File: src/rtl/core/lzw_ram.sv
// ----------------------------------------------------------------------------
// Generic RAM
// Single write port, single read port, registered read data.
// ----------------------------------------------------------------------------
`default_nettype none
module lzw_ram #(
  parameter int Width = 8,
  parameter int Depth = 256
) (
  input  wire                      clk,
  input  wire                      wr_en,
  input  wire  [$clog2(Depth)-1:0] wr_addr,
  input  wire  [Width-1:0]         wr_data,
  input  wire  [$clog2(Depth)-1:0] rd_addr,
  output logic [Width-1:0]         rd_data
);
  logic [Width-1:0] mem [Depth];

  always_ff @(posedge clk) begin
    if (wr_en) begin
      mem[wr_addr] <= wr_data;
    end
    rd_data <= mem[rd_addr];
  end
endmodule
`default_nettype wire

File: config.mk
export PLATFORM = sky130hd
export DESIGN_NAME = lzw_ram
export DESIGN_NICKNAME = d
export VERILOG_FILES = /design/src/rtl/core/lzw_ram.sv
export SDC_FILE = /design/constraint.sdc
export NUM_CORES = 2
export LEC_CHECK = 0
export BUFFER_PORTS_ARGS = -buffer_cell sky130_fd_sc_hd__buf_2
export CORE_ASPECT_RATIO = 0.75
export CORE_UTILIZATION = 40
export DETAILED_ROUTE_END_ITERATION = 6
export PLACE_DENSITY = 0.63
export SLEW_MARGIN = 30
export SYNTH_ARGS = -nofsm -noshare
export SYNTH_HDL_FRONTEND = slang
export SYNTH_SLANG_ARGS = --single-unit
File: constraint.sdc
create_clock -name clk -period 3.2 [get_ports clk]
set_clock_uncertainty 0.2 [all_clocks]
set_input_delay 0.64 -clock clk [delete_from_list [all_inputs] [get_ports clk]]
set_output_delay 0.64 -clock clk [all_outputs]
set_load 0.01 [all_outputs]
==> reports/results.ini <==
[outcome]
status = completed

[finish]
final_common_cell = edfxtp_1
fin_util = 0.474
final_cell_mix = 2,048 x edfxtp_1, 579 x buf_4, 454 x mux4_2
fin_nets = 4407
area_delta_synth_final_pct = 17.5
drive_gt1_frac = 0.313
fin_area_um2 = 93500

[route]
drtPass1Iterations = 5
drt_iter0_drc = 5840
vias = 41421
drc_errors = 0
wl_per_cell_um = 28.9
routed_wirelength_um = 208000
via_per_inst = 5.77
ant_nets = 0

[synthesis]
synth_area_um2 = 79600
yosysTopAreaCell = edfxtp_1
syn_area_per_cell_um2 = 21.3
synthTopCellsByArea = edfxtp_1 77%, mux4_2 13%, mux2i_1 1.7%
ys_types = 55
yosysTopAreaCellShare = 0.773
yosysWarningCount = 0
synth-async-reset-ratio = 0
synth-seq-cells = 2056
synthCells = 3733
synth_seq_area_share = 0.775
synth-edff-count = 2048
synth_ff_type = edfxtp_1
synth_nets = 3759

[critical_path]
r2r_slack_ps = 360
crit_family = buffers and inverters
cpMostUsedCell = buf_4
worst_ep_arrival_time_ps = 3600
path_class = in -> reg
cp-start-kind = primary input
cp_max_fo = 14
crit_buf_inv = 5
cp.required_ps = 3720
slowest_stage = nor4_2
cp-end-kind = flip-flop
slowest_delay_ps = 750
crit_path_cell_trace = buf_8 -> buf_4 -> buf_4 -> buf_4 -> mux4_2 -> o22ai_1 -> nor3_1 -> nor4_2 -> buf_4 -> nor4_1

[flow_run]
maxCapViolCount = 0

[power]
p_switching_mw = 11.8
p_int_mw = 42.4
switching_share = 0.218
ir_worst_vdd_v = 0.000596
p_clk_frac = 0.393
p_comb_frac = 0.058
p_leak_nw = 29.9
seqPwrFrac = 0.548
power.density_nw_per_um2 = 580

[cts]
clock_sinks = 2056
clk_pin_slew_ps = 60
ctsLongestPathBuffers = 3
htreeDepth = 4
clk_latency_ps = 840
cts_hold_buf = 0
cts_resized = 0
cts_made_buffers = 184
cts_tree = done
postCtsSetupBuffers = 0
cts_root_buffer = clkbuf_16

[floorplanning]
dieArea_um2 = 201000
die_w_um = 517
rows = 141
io_pins = 34
die_h_um = 388
start_util = 0.403
core_um2 = 197000

[placement]
routabilityCongestion = 0.865
dpl_cell_area_um2 = 87800
hpwl_um = 135000
pre_cts_ws_ps = -646
port_buffers = 33

[timing]
whs_ps = 78.2
fmaxAchievable_mhz = 324
finalCritPeriodShare = 0.963
relSlewSlack = 0.360
setup_violations = 0
worst_pin_slew_ps = 951
maxSlewViolCount = 0
setup_tns_ps = 0
grt_setup_unrepaired = no
fin_crit_ps = 3080
final.setup.worst_slack_ps = 117
finalHoldViolations = 0

[global_route]
grt.overflow.total = 0
grt_usage = 0.207
grt_first_pass_wirelength_um = 297000
grt_pass1_vias = 40213
grt_max_degree = 95
antenna_found_initial = 20

[min_path]
hold_class = in -> reg

[cell type report]
class | instances | area, um^2
Fill cell | 16300 | 104000
Sequential cell | 2056 | 61700
Multi-Input combinational cell | 1442 | 16500
Timing Repair Buffer | 695 | 6300
Clock buffer | 239 | 4880
Tap cell | 2645 | 3310
Clock inverter | 100 | 826
Antenna cell | 4 | 10.0
Inverter | 2 | 7.51
[routing by layer]
| layer | global-route usage | vias to the layer above | routed length, um |
|---|---|---|---|
| met5 | 0 | - | 0 |
| met3 | 0.0539 | 250 | 23900 |
| met1 | 0.328 | 21903 | 91400 |
| met2 | 0.286 | 2261 | 88600 |
| li1 | - | 17007 | - |
| met4 | 0.0444 | 0 | 3960 |
[cells by family (layout without fill, tap and decap cells)]
kind of cell / Yosys count / count (layout) / share of synthesized area
AOI/OAI and AO/OA: 385 / 385 / 0.0342
other: 0 / 4 / 0
DFF: 2056 / 2056 / 0.775
and+or+nand+nor: 466 / 466 / 0.0263
muxes: 591 / 591 / 0.146
buffers and inverters: 235 / 1036 / 0.0183
[power groups by stage]
stage	Clock [mW]	Sequential, mW	Combinational (mW)
after floorplan	0	30.3	1.44
after global placement	0	30.3	3.12
after detailed placement	0	30.3	3.16
after CTS	21.7	29.7	3.17
after global routing	22.6	29.7	3.33
final	21.3	29.7	3.17
[sequential cells by signal, summed over array words and instances, names as in the netlist]
name and flops:
mem 2048, rd_data 8
[final timing paths]
kind,from,endpoint,cells past startpoint
max reg2reg,mem[34][3]$_DFFE_PP_,rd_data[3]$_DFF_P_,7
max,rd_addr[0],rd_data[4]$_DFF_P_,10
min reg2reg,mem[32][5]$_DFFE_PP_,rd_data[5]$_DFF_P_,7
min,wr_data[0],mem[188][0]$_DFFE_PP_,1
[synth_stat cells, drive strengths merged, types with 2 or more instances]
library cell,n
nor3,22
o22ai,28
a22o,8
nand3,34
o221ai,47
nor2,282
or2,4
a22oi,133
a211oi,16
a21oi,96
buf,122
nand2,33
nor2b,31
and2,6
o211ai,10
o32ai,5
o21ai,12
clkbuf,111
dfxtp,8
o22a,5
nand4,10
and3b,2
a2111oi,5
edfxtp,2048
nor4,27
mux4,456
a311oi,2
mux2i,134
a31oi,2
a221oi,14
nand3b,2
nand2b,8
[metrics by stage]
step | cells | power, mW
2_1_floorplan | 3733 | 31.7
3_3_place_gp | 6840 | 33.4
3_5_place_dp | 6840 | 33.5
4_1_cts | 7179 | 54.6
5_1_grt | 7180 | 55.7
6_report | 7183 | 54.2
No activity file was read; power rests on OpenSTA's default activity.
